## src/sv/tdp_pkg.sv

```systemverilog
// ----------------------------------------------------------------------------
// tdp_pkg
// Types and constants shared by the trial division primality tester.
// ----------------------------------------------------------------------------
`timescale 1ns / 1ps

package tdp_pkg;

    localparam int CAND_W        = 32;
    localparam int ECHO_W        = 32;
    localparam int FIRST_DIVISOR = 2;
    localparam int DIVISOR_STEP  = 1;

    typedef enum logic [1:0] {
        ST_IDLE,
        ST_DIVIDE,
        ST_FINISH
    } tdp_state_t;

endpackage

```

## src/sv/tdp_cand_if.sv

```systemverilog
// ----------------------------------------------------------------------------
// tdp_cand_if
// Valid/ready channel that carries one candidate integer per request.
// ----------------------------------------------------------------------------
`timescale 1ns / 1ps

interface tdp_cand_if;

    logic                        valid;
    logic                        ready;
    logic [tdp_pkg::CAND_W-1:0]  candidate;

    modport source (output valid, output candidate, input ready);
    modport sink   (input valid, input candidate, output ready);

endinterface

```

## src/sv/tdp_result_if.sv

```systemverilog
// ----------------------------------------------------------------------------
// tdp_result_if
// Valid/ready channel that carries the tested value and its primality flag.
// ----------------------------------------------------------------------------
`timescale 1ns / 1ps

interface tdp_result_if;

    logic                        valid;
    logic                        ready;
    logic [tdp_pkg::ECHO_W-1:0]  tested_value;
    logic                        is_prime;

    modport source (output valid, output tested_value, output is_prime, input ready);
    modport sink   (input valid, input tested_value, input is_prime, output ready);

endinterface

```

## src/sv/tdp_div_serial.sv

```systemverilog
// ----------------------------------------------------------------------------
// tdp_div_serial
// Restoring divider that retires one quotient bit per cycle, dividend MSB
// first, and reports quotient and remainder with a one-cycle done pulse.
// ----------------------------------------------------------------------------
`timescale 1ns / 1ps

module tdp_div_serial #(
    parameter int WIDTH = 32
) (
    input  logic             clk,
    input  logic             rst_n,
    input  logic             start,
    input  logic [WIDTH-1:0] dividend,
    input  logic [WIDTH-1:0] divisor,
    output logic             done,
    output logic [WIDTH-1:0] quotient,
    output logic [WIDTH-1:0] remainder
);

    localparam int CW = $clog2(WIDTH + 1);

    logic [CW-1:0]    cnt_reg;
    logic [CW-1:0]    cnt_next;
    logic             done_reg;
    logic             done_next;
    logic [WIDTH-1:0] quo_reg;
    logic [WIDTH-1:0] quo_next;
    logic [WIDTH-1:0] rem_reg;
    logic [WIDTH-1:0] rem_next;
    logic [WIDTH-1:0] dsr_reg;
    logic [WIDTH-1:0] dsr_next;
    logic [WIDTH:0]   trial;
    logic [WIDTH:0]   diff;

    assign trial = {rem_reg, quo_reg[WIDTH-1]};
    assign diff  = trial - {1'b0, dsr_reg};

    always_comb
    begin
        cnt_next  = cnt_reg;
        done_next = 1'b0;
        quo_next  = quo_reg;
        rem_next  = rem_reg;
        dsr_next  = dsr_reg;
        if (start)
        begin
            cnt_next = CW'(WIDTH);
            quo_next = dividend;
            rem_next = '0;
            dsr_next = divisor;
        end
        else if (cnt_reg != '0)
        begin
            cnt_next = cnt_reg - CW'(1);
            if (trial >= {1'b0, dsr_reg})
            begin
                rem_next = diff[WIDTH-1:0];
                quo_next = {quo_reg[WIDTH-2:0], 1'b1};
            end
            else
            begin
                rem_next = trial[WIDTH-1:0];
                quo_next = {quo_reg[WIDTH-2:0], 1'b0};
            end
            done_next = (cnt_reg == CW'(1));
        end
    end

    always_ff @(posedge clk or negedge rst_n)
    begin
        if (!rst_n)
        begin
            cnt_reg  <= '0;
            done_reg <= 1'b0;
        end
        else
        begin
            cnt_reg  <= cnt_next;
            done_reg <= done_next;
        end
    end

    always_ff @(posedge clk)
    begin
        quo_reg <= quo_next;
        rem_reg <= rem_next;
        dsr_reg <= dsr_next;
    end

    assign done      = done_reg;
    assign quotient  = quo_reg;
    assign remainder = rem_reg;

endmodule

```

## src/sv/trial_division_prime_test_top.sv

```systemverilog
// ----------------------------------------------------------------------------
// trial_division_prime_test_top
// Tests one unsigned candidate per request for primality by trial division
// and returns the tested value with its primality flag.
// ----------------------------------------------------------------------------
// Only the low W bits of a candidate are tested and echoed, W being VALUE_WIDTH
// capped at 32. Zero and one are reported not prime. Divisors 2, 3, 4 and so on
// are tried while the divisor does not exceed the quotient, and the test stops at
// the first one that leaves no remainder. Each trial divisor runs through the
// bit-serial divider. A prime n runs floor(sqrt(n)) divisions. When the test
// ends, the tester passes through the finish state, which loads the result into
// the output register once that register is free or being read, and then
// returns to idle, where the next request can be taken. Zero and one go
// straight from idle to the finish state without a division. One candidate is
// worked on at a time, and a finished result sits in an output register, so the
// next request is taken while that result waits on the result channel.
`timescale 1ns / 1ps

module trial_division_prime_test_top #(
    parameter int VALUE_WIDTH = 32
) (
    input  logic         clk,
    input  logic         rst_n,
    tdp_cand_if.sink     candidates,
    tdp_result_if.source results
);

    localparam int NW = (VALUE_WIDTH < tdp_pkg::CAND_W) ? VALUE_WIDTH : tdp_pkg::CAND_W;

    tdp_pkg::tdp_state_t         state_reg;
    tdp_pkg::tdp_state_t         state_next;
    logic [NW-1:0]               n_reg;
    logic [NW-1:0]               n_next;
    logic [NW-1:0]               d_reg;
    logic [NW-1:0]               d_next;
    logic                        prime_reg;
    logic                        prime_next;
    logic                        out_valid_reg;
    logic                        out_valid_next;
    logic [tdp_pkg::ECHO_W-1:0]  out_value_reg;
    logic [tdp_pkg::ECHO_W-1:0]  out_value_next;
    logic                        out_prime_reg;
    logic                        out_prime_next;
    logic [NW-1:0]               n_in;
    logic                        div_start;
    logic [NW-1:0]               div_dividend;
    logic [NW-1:0]               div_divisor;
    logic                        div_done;
    logic [NW-1:0]               div_quotient;
    logic [NW-1:0]               div_remainder;

    assign n_in = candidates.candidate[NW-1:0];

    tdp_div_serial #(
        .WIDTH (NW)
    ) u_div (
        .clk       (clk),
        .rst_n     (rst_n),
        .start     (div_start),
        .dividend  (div_dividend),
        .divisor   (div_divisor),
        .done      (div_done),
        .quotient  (div_quotient),
        .remainder (div_remainder)
    );

    always_comb
    begin
        state_next       = state_reg;
        n_next           = n_reg;
        d_next           = d_reg;
        prime_next       = prime_reg;
        out_valid_next   = out_valid_reg && !results.ready;
        out_value_next   = out_value_reg;
        out_prime_next   = out_prime_reg;
        div_start        = 1'b0;
        div_dividend     = n_reg;
        div_divisor      = d_reg + NW'(tdp_pkg::DIVISOR_STEP);
        candidates.ready = 1'b0;
        unique case (state_reg)
            tdp_pkg::ST_IDLE:
            begin
                candidates.ready = 1'b1;
                div_dividend     = n_in;
                div_divisor      = NW'(tdp_pkg::FIRST_DIVISOR);
                if (candidates.valid)
                begin
                    n_next = n_in;
                    if (n_in[NW-1:1] == '0)
                    begin
                        prime_next = 1'b0;
                        state_next = tdp_pkg::ST_FINISH;
                    end
                    else
                    begin
                        d_next     = NW'(tdp_pkg::FIRST_DIVISOR);
                        div_start  = 1'b1;
                        state_next = tdp_pkg::ST_DIVIDE;
                    end
                end
            end
            tdp_pkg::ST_DIVIDE:
            begin
                if (div_done)
                begin
                    if (d_reg > div_quotient)
                    begin
                        prime_next = 1'b1;
                        state_next = tdp_pkg::ST_FINISH;
                    end
                    else if (div_remainder == '0)
                    begin
                        prime_next = 1'b0;
                        state_next = tdp_pkg::ST_FINISH;
                    end
                    else
                    begin
                        d_next    = d_reg + NW'(tdp_pkg::DIVISOR_STEP);
                        div_start = 1'b1;
                    end
                end
            end
            tdp_pkg::ST_FINISH:
            begin
                if (!out_valid_reg || results.ready)
                begin
                    out_valid_next = 1'b1;
                    out_value_next = tdp_pkg::ECHO_W'(n_reg);
                    out_prime_next = prime_reg;
                    state_next     = tdp_pkg::ST_IDLE;
                end
            end
            default:
            begin
                state_next = tdp_pkg::ST_IDLE;
            end
        endcase
    end

    always_ff @(posedge clk or negedge rst_n)
    begin
        if (!rst_n)
        begin
            state_reg     <= tdp_pkg::ST_IDLE;
            out_valid_reg <= 1'b0;
        end
        else
        begin
            state_reg     <= state_next;
            out_valid_reg <= out_valid_next;
        end
    end

    always_ff @(posedge clk)
    begin
        n_reg         <= n_next;
        d_reg         <= d_next;
        prime_reg     <= prime_next;
        out_value_reg <= out_value_next;
        out_prime_reg <= out_prime_next;
    end

    assign results.valid        = out_valid_reg;
    assign results.tested_value = out_value_reg;
    assign results.is_prime     = out_prime_reg;

endmodule

```

## src/flat_wrapper.sv

```systemverilog
// flat-port wrapper written by rule: the top's interface ports become plain ports
module trial_division_prime_test_top_flat 
#(
    parameter int VALUE_WIDTH = 32
)
  (clk, rst_n, candidates_valid, candidates_candidate, candidates_ready, results_valid, results_tested_value, results_is_prime, results_ready);
  tdp_cand_if candidates_i ();
  tdp_result_if results_i ();
  input  logic clk;
  input  logic rst_n;
  input wire logic [$bits(candidates_i.valid)-1:0] candidates_valid;
  input wire logic [$bits(candidates_i.candidate)-1:0] candidates_candidate;
  output wire logic [$bits(candidates_i.ready)-1:0] candidates_ready;
  output wire logic [$bits(results_i.valid)-1:0] results_valid;
  output wire logic [$bits(results_i.tested_value)-1:0] results_tested_value;
  output wire logic [$bits(results_i.is_prime)-1:0] results_is_prime;
  input wire logic [$bits(results_i.ready)-1:0] results_ready;
  assign candidates_i.valid = candidates_valid;
  assign candidates_i.candidate = candidates_candidate;
  assign candidates_ready = candidates_i.ready;
  assign results_valid = results_i.valid;
  assign results_tested_value = results_i.tested_value;
  assign results_is_prime = results_i.is_prime;
  assign results_i.ready = results_ready;
  trial_division_prime_test_top #(.VALUE_WIDTH(VALUE_WIDTH)) u_core (.clk(clk), .rst_n(rst_n), .candidates(candidates_i), .results(results_i));
endmodule
```

## config.mk

```make
export PLATFORM = sky130hd
export DESIGN_NAME = trial_division_prime_test_top_flat
export DESIGN_NICKNAME = d
export VERILOG_FILES = /design/src/sv/tdp_pkg.sv /design/src/sv/tdp_cand_if.sv /design/src/sv/tdp_result_if.sv /design/src/sv/tdp_div_serial.sv /design/src/sv/trial_division_prime_test_top.sv /design/src/flat_wrapper.sv
export SDC_FILE = /design/constraint.sdc
export NUM_CORES = 1
export LEC_CHECK = 0
export BUFFER_PORTS_ARGS = -buffer_cell sky130_fd_sc_hd__buf_2
export CAP_MARGIN = 20
export CORE_UTILIZATION = 56
export CTS_CLUSTER_DIAMETER = 100
export DETAILED_ROUTE_END_ITERATION = 10
export MAX_ROUTING_LAYER = met4
export PLACE_DENSITY = 0.87
export SLEW_MARGIN = 20
export SYNTH_ARGS = -nofsm -noshare
export SYNTH_HDL_FRONTEND = slang
export SYNTH_SLANG_ARGS = --single-unit
```

## constraint.sdc

```tcl
create_clock -name clk -period 3.3 [get_ports clk]
set_input_delay 0.66 -clock clk [delete_from_list [all_inputs] [get_ports clk]]
set_output_delay 0.66 -clock clk [all_outputs]
set_load 0.03 [all_outputs]
```

==> results of run 1 <==
-- worst max-delay path: cells and delay by family (launching register included) --
| family | cells | cell delay (ns) |
|---|---|---|
| buffers and inverters | 3 | 0.44 |
| flip-flops | 1 | 0.45 |
| adder cells (fa/ha/maj) | 1 | 0.35 |
| AO/OA/AOI/OAI | 1 | 0.24 |
| AND/OR/NAND/NOR | 4 | 1.36 |
-- worst paths after layout --
check	startpoint	endpoint	slack [ns]	depth (start not counted)
setup reg to reg	u_core.d_reg[27]	u_core.d_reg[26]	0.14	9
setup / recovery	u_core.d_reg[27]	u_core.d_reg[26]	0.14	9
hold / removal	rst_n	u_core.results.valid	0.0004	1
hold reg to reg	u_core.prime_reg	u_core.results.is_prime	0.42	0
max in group asynchronous	rst_n	u_core.u_div.cnt_reg[2]	3.10	1
min in group clk	candidates_candidate[0]	u_core.n_reg[0]	0.35	1
-- synthesized netlist by cell type, types with 3 or more instances --
library cell,number
nor4_1,17
a21boi_0,4
nor2_1,130
buf_2,3
o21ai_1,9
o21a_1,5
ha_1,67
a211o_1,5
nand2b_1,8
a21o_1,8
and2_1,3
o311ai_0,4
o21bai_1,3
xnor2_1,19
or2_2,3
a21oi_1,48
nand2_1,128
o21ai_0,57
and3_1,10
o31ai_1,4
nand3_1,25
a311oi_1,20
mux2i_1,37
nand4_1,22
inv_1,82
a211oi_1,12
edfxtp_1,162
a311oi_2,3
nor3_1,19
dfrtp_1,10
or4_1,5
dfxtp_1,32
xor2_1,27
or3_1,12
a31oi_1,7
buf_6,10
clkbuf_1,18
buf_4,6
-- repair_timing --
item | CTS | global route
resized for setup | 0 | 1
endpoints found under the setup margin | 0 | 4
setup buffers | 0 | 3
-- cells by family after synthesis --
group | Yosys count | share of synthesized area
mux | 38 | 0.03384
simple gates | 400 | 0.1660
buf+inv | 125 | 0.05437
compound gates | 212 | 0.1236
flops | 204 | 0.5104
fa+ha+maj | 68 | 0.07611
xor+xnor | 46 | 0.03573
-- layout make-up --
type                    instances  share of cell area
inverters                      83             0.02593
well taps                     265             0.02623
multi-input cells             764              0.3904
flip-flops and latches        204              0.4553
clock buffers                  23             0.04216
repair buffers                 98             0.04731
clock inverters                14             0.01267
-- power breakdown --
part | total (mW) | leakage, nW | switching [mW] | internal [mW]
clock | 2.43 | 0.339 | 1.01 | 1.41
sequential | 4.50 | 1.95 | 0.607 | 3.90
combinational | 6.26 | 2.85 | 3.76 | 2.49
total | 13.2 | 5.14 | 5.38 | 7.80
-- stage by stage --
step	hold slack, ns	std cells	power [mW]
after global routing	0.01513	1451	14.09
after detailed placement	0.4146	1411	10.61
after CTS	0.0009104	1448	13.10
after floorplan	0.3644	1093	9.178
final	0.0004010	1451	13.18
after global placement	0.4114	1411	10.38
-- layer usage --
metal	vias up	global-route usage	routed length, um
li1	4134	-	-
met1	4143	0.3605	11390
met2	350	0.4114	11730
met3	62	0.04165	1682
met4	0	0.07167	682
met5	-	-	0
==> out/results.ini, run 1 <==
[sta]
finalHoldViolations=0
fmax_ghz=0.3166
grt_setup_unrepaired=false
fin_crit_ns=3.158
fin_ws_ns=0.1415
setup_violations=0
worst_slew_pin_slew_ns=0.7853
min_period_over_period=0.9571
tns_ns=0
clock_skew_ns=0.01035
relSlewSlack=0.4752
slew_viol_final=0

[routing]
first_pass_iters=5
drc=0
drt-initial-drc-count=815
vias_per_cell=5.988
postRouteAntennaNets=0
drt-total-wl_um=25490
via_count=8689
wl_per_cell_um=17.56

[synthesis]
netlist_area_mm2=0.01128
synthCells=1093
synth_edf_count=162
synth_cell_types=77
avgSynthCellArea_um2=10.32
async_flop_share=0.04902
yosysSeqAreaShare=0.5104
ys_top_cells_by_area=edfxtp_1 43%, ha_1 7.4%, dfxtp_1 5.7%, nor2_1 4.3%, nand2_1 4.3%
ys_seq_elements=204
synth_top_cell_by_area=edfxtp_1
syn-num-nets=1197
synth-main-ff-cell=edfxtp_1
yosys.area.top_type_share=0.4314
synth_warnings=0

[cts]
clk_pin_slew_ns=0.06
clockBufferDepth=3
cts_tree=built
cts_htree_levels=1
cts_sinks=204
cts_buffers=21
cts-root-buf=clkbuf_16
hold_buffers=0
clkLatencyLatePin_ns=0.51

[place]
gp_congestion=0.9378
port_buffers=70
dp_worst_setup_slack_ns=0.1025
placed_cell_area_mm2=0.01192
dpl.hpwl_um=18100

[setup_path]
critPathMaxStageDelay_ns=0.60
crit_chain=ha_1, nand4_1, or4_4, or3_1, o31a_1, and2_4, buf_4, clkinvlp_4, buf_12
end_kind=register
path_max_fanout=32
critPathSlowestCell=or4_4
crit_required_ns=3.51
cp.arrival_ns=3.36
crit_type=reg2reg
start_kind=register

[layout]
fin_util=0.6453
finalNetCount=1276
area_growth_pct=12.10
seqCellArea_mm2=0.005756
n_antenna_cell=0
final_common_cell=edfxtp_1
drive_gt1_frac=0.1358
fill_cells=1482
finalInstanceArea_mm2=0.01264
final_cell_mix=162 x edfxtp_1, 129 x nor2_1, 126 x nand2_1
multi_input_area_mm2=0.004936

[die]
coreArea_mm2=0.01959
die_h_um=143.9
ios=71
core.rowCount=51
dieArea_mm2=0.02071
die-width_um=143.9
initial_core_util=0.5757

[global_route]
grt_pass1_wl_um=41770
overflow=0
antenna_found_initial=0
grt.total_usage=0.2645
first_global_vias=8303
grt_max_degree=36

[power]
p_leak_nw=5.143
p_per_area_mw_per_mm2=1043
ir_drop_uv=475.7

[flow_run]
cap_violations=0

[hold_path]
hold_path_class=in2async

[status]
status=finished, final reports clean

(Power assumes the default switching activity.)
==> run 2: changes to the inputs <==
--- a/config.mk
+++ b/config.mk
@@ -10,6 +10,7 @@
 export CORE_UTILIZATION = 56
 export CTS_CLUSTER_DIAMETER = 100
 export DETAILED_ROUTE_END_ITERATION = 10
+export HOLD_SLACK_MARGIN = 0.12
 export MAX_ROUTING_LAYER = met4
 export PLACE_DENSITY = 0.87
 export SLEW_MARGIN = 20
==> out/results.ini, run 2 (synthesis gave the netlist of run 1 again) <==
[routing]
first_pass_iters=6
via_count=8655
postRouteAntennaNets=0
wl_per_cell_um=17.58
drt-initial-drc-count=866
vias_per_cell=5.961
drt-total-wl_um=25530
drc=0

[sta]
min_period_over_period=0.9605
tns_ns=0
relSlewSlack=0.4754
worst_slew_pin_slew_ns=0.7850
grt_setup_unrepaired=false
fin_crit_ns=3.170
fmax_ghz=0.3155
slew_viol_final=0
finalHoldViolations=0
clock_skew_ns=0.009883
setup_violations=0

[cts]
cts_sinks=204
clkLatencyLatePin_ns=0.51
cts_buffers=21
cts-root-buf=clkbuf_16
cts_htree_levels=1
clk_pin_slew_ns=0.06
cts_tree=built
clockBufferDepth=3

[setup_path]
crit_start=u_core.d_reg[27]
path_max_fanout=32
end_kind=register
r2r_start=u_core.d_reg[27]
rr_endpoint=u_core.d_reg[26]
cp.arrival_ns=3.38
crit_type=reg2reg
crit_chain=ha_1, nand4_1, or4_4, or3_1, o31a_1, and2_4, buf_4, clkinvlp_4, buf_12
crit_required_ns=3.51
crit_family=simple AND/OR/NAND/NOR gates
critPathSlowestCell=or4_4
critPathMaxStageDelay_ns=0.60
rr_worst_depth=9
critPathBufInv=3
start_kind=register
r2r_setup_slack_ns=0.13

[die]
ios=71
initial_core_util=0.5757
dieArea_mm2=0.02071
core.rowCount=51
coreArea_mm2=0.01959
die_h_um=143.9
die-width_um=143.9

[global_route]
grt_pass1_wl_um=41790
grt_max_degree=36
grt.total_usage=0.2647
overflow=0
antenna_found_initial=0
first_global_vias=8309

[place]
dpl.hpwl_um=18100
gp_congestion=0.9378
placed_cells=1411
port_buffers=70

[status]
status=finished, final reports clean

[layout]
drive_gt1_frac=0.1356
final_cell_mix=162 x edfxtp_1, 129 x nor2_1, 126 x nand2_1
n_antenna_cell=0
fin_cells=1452
finalNetCount=1277
area_growth_pct=12.19
final_common_cell=edfxtp_1

[hold_path]
holdPathStages=1
hold_path_class=in2reg
hp-start=candidates_candidate[0]
hold_end=u_core.n_reg[0]

[power]
ir_drop_uv=477.3
p_leak_nw=5.148
p_per_area_mw_per_mm2=1042

[flow_run]
cap_violations=0

==> run 2: cell types whose count changed in the layout (fill, tap and decap cells not counted), sizes merged <==
cell	change
dlygate4sd3	+1
==> run 2: repair_timing <==
action	CTS	global route
endpoints found under the hold margin	10	0
setup buffers	0	3
gates resized for setup	0	1
setup endpoints to repair	0	4
hold buffers	1	0
==> run 2: where the power goes <==
group / switching, mW / internal [mW]
clock network: 1.02 / 1.41
logic: 3.76 / 2.49
registers: 0.603 / 3.89
total: 5.38 / 7.80
==> run 2: final cells by class <==
class,instances,area (um^2)
clock buffer,23,533.0
clock inverter,14,160.2
fill,1481,6938
inverter,83,327.8
multi-input combinational,764,4936
sequential,204,5756
tap,265,331.6
timing repair buffer,99,608.1
==> run 2: how the worst max path moves through the flow <==
stage | endpoint | cells after the start | slack (ns)
floorplan | u_core.u_div.quotient[0] | 9 | 0.001
global placement | u_core.u_div.dsr_reg[6] | 8 | 0.16
detailed placement | u_core.u_div.cnt_reg[5] | 9 | 0.10
CTS | u_core.u_div.cnt_reg[5] | 9 | 0.09
global route | u_core.u_div.remainder[13] | 10 | 0.003
finish | u_core.d_reg[26] | 9 | 0.13
==> run 2: worst reg2reg max path, delay by kind of cell, from the launching register on <==
| kind | cells | cell delay, ns |
|---|---|---|
| adders and majority gates | 1 | 0.35 |
| AOI/OAI and AO/OA | 1 | 0.24 |
| buffers and inverters | 3 | 0.44 |
| DFF | 1 | 0.45 |
| and+or+nand+nor | 4 | 1.37 |
==> run 2: layer usage <==
layer / global-route usage / vias to the layer above / share of wire
li1: - / 4129 / -
met1: 0.3605 / 4159 / 0.45
met2: 0.4119 / 313 / 0.46
met3: 0.04165 / 54 / 0.064
met4: 0.07167 / 0 / 0.024
met5: - / - / 0
==> run 2: through the flow <==
stage	power, mW	hold slack, ns	utilization	area (um^2)	setup WS, ns
CTS	13.10	0.3420	0.6445	12630	0.08998
global route	14.09	0.3470	0.6458	12650	0.003486
finish	13.18	0.3457	0.6458	12650	0.1303
global placement	10.38	0.4114	0.6086	11920	0.1624
detailed placement	10.61	0.4146	0.6086	11920	0.1025
floorplan	9.178	0.3644	-	11280	0.001269
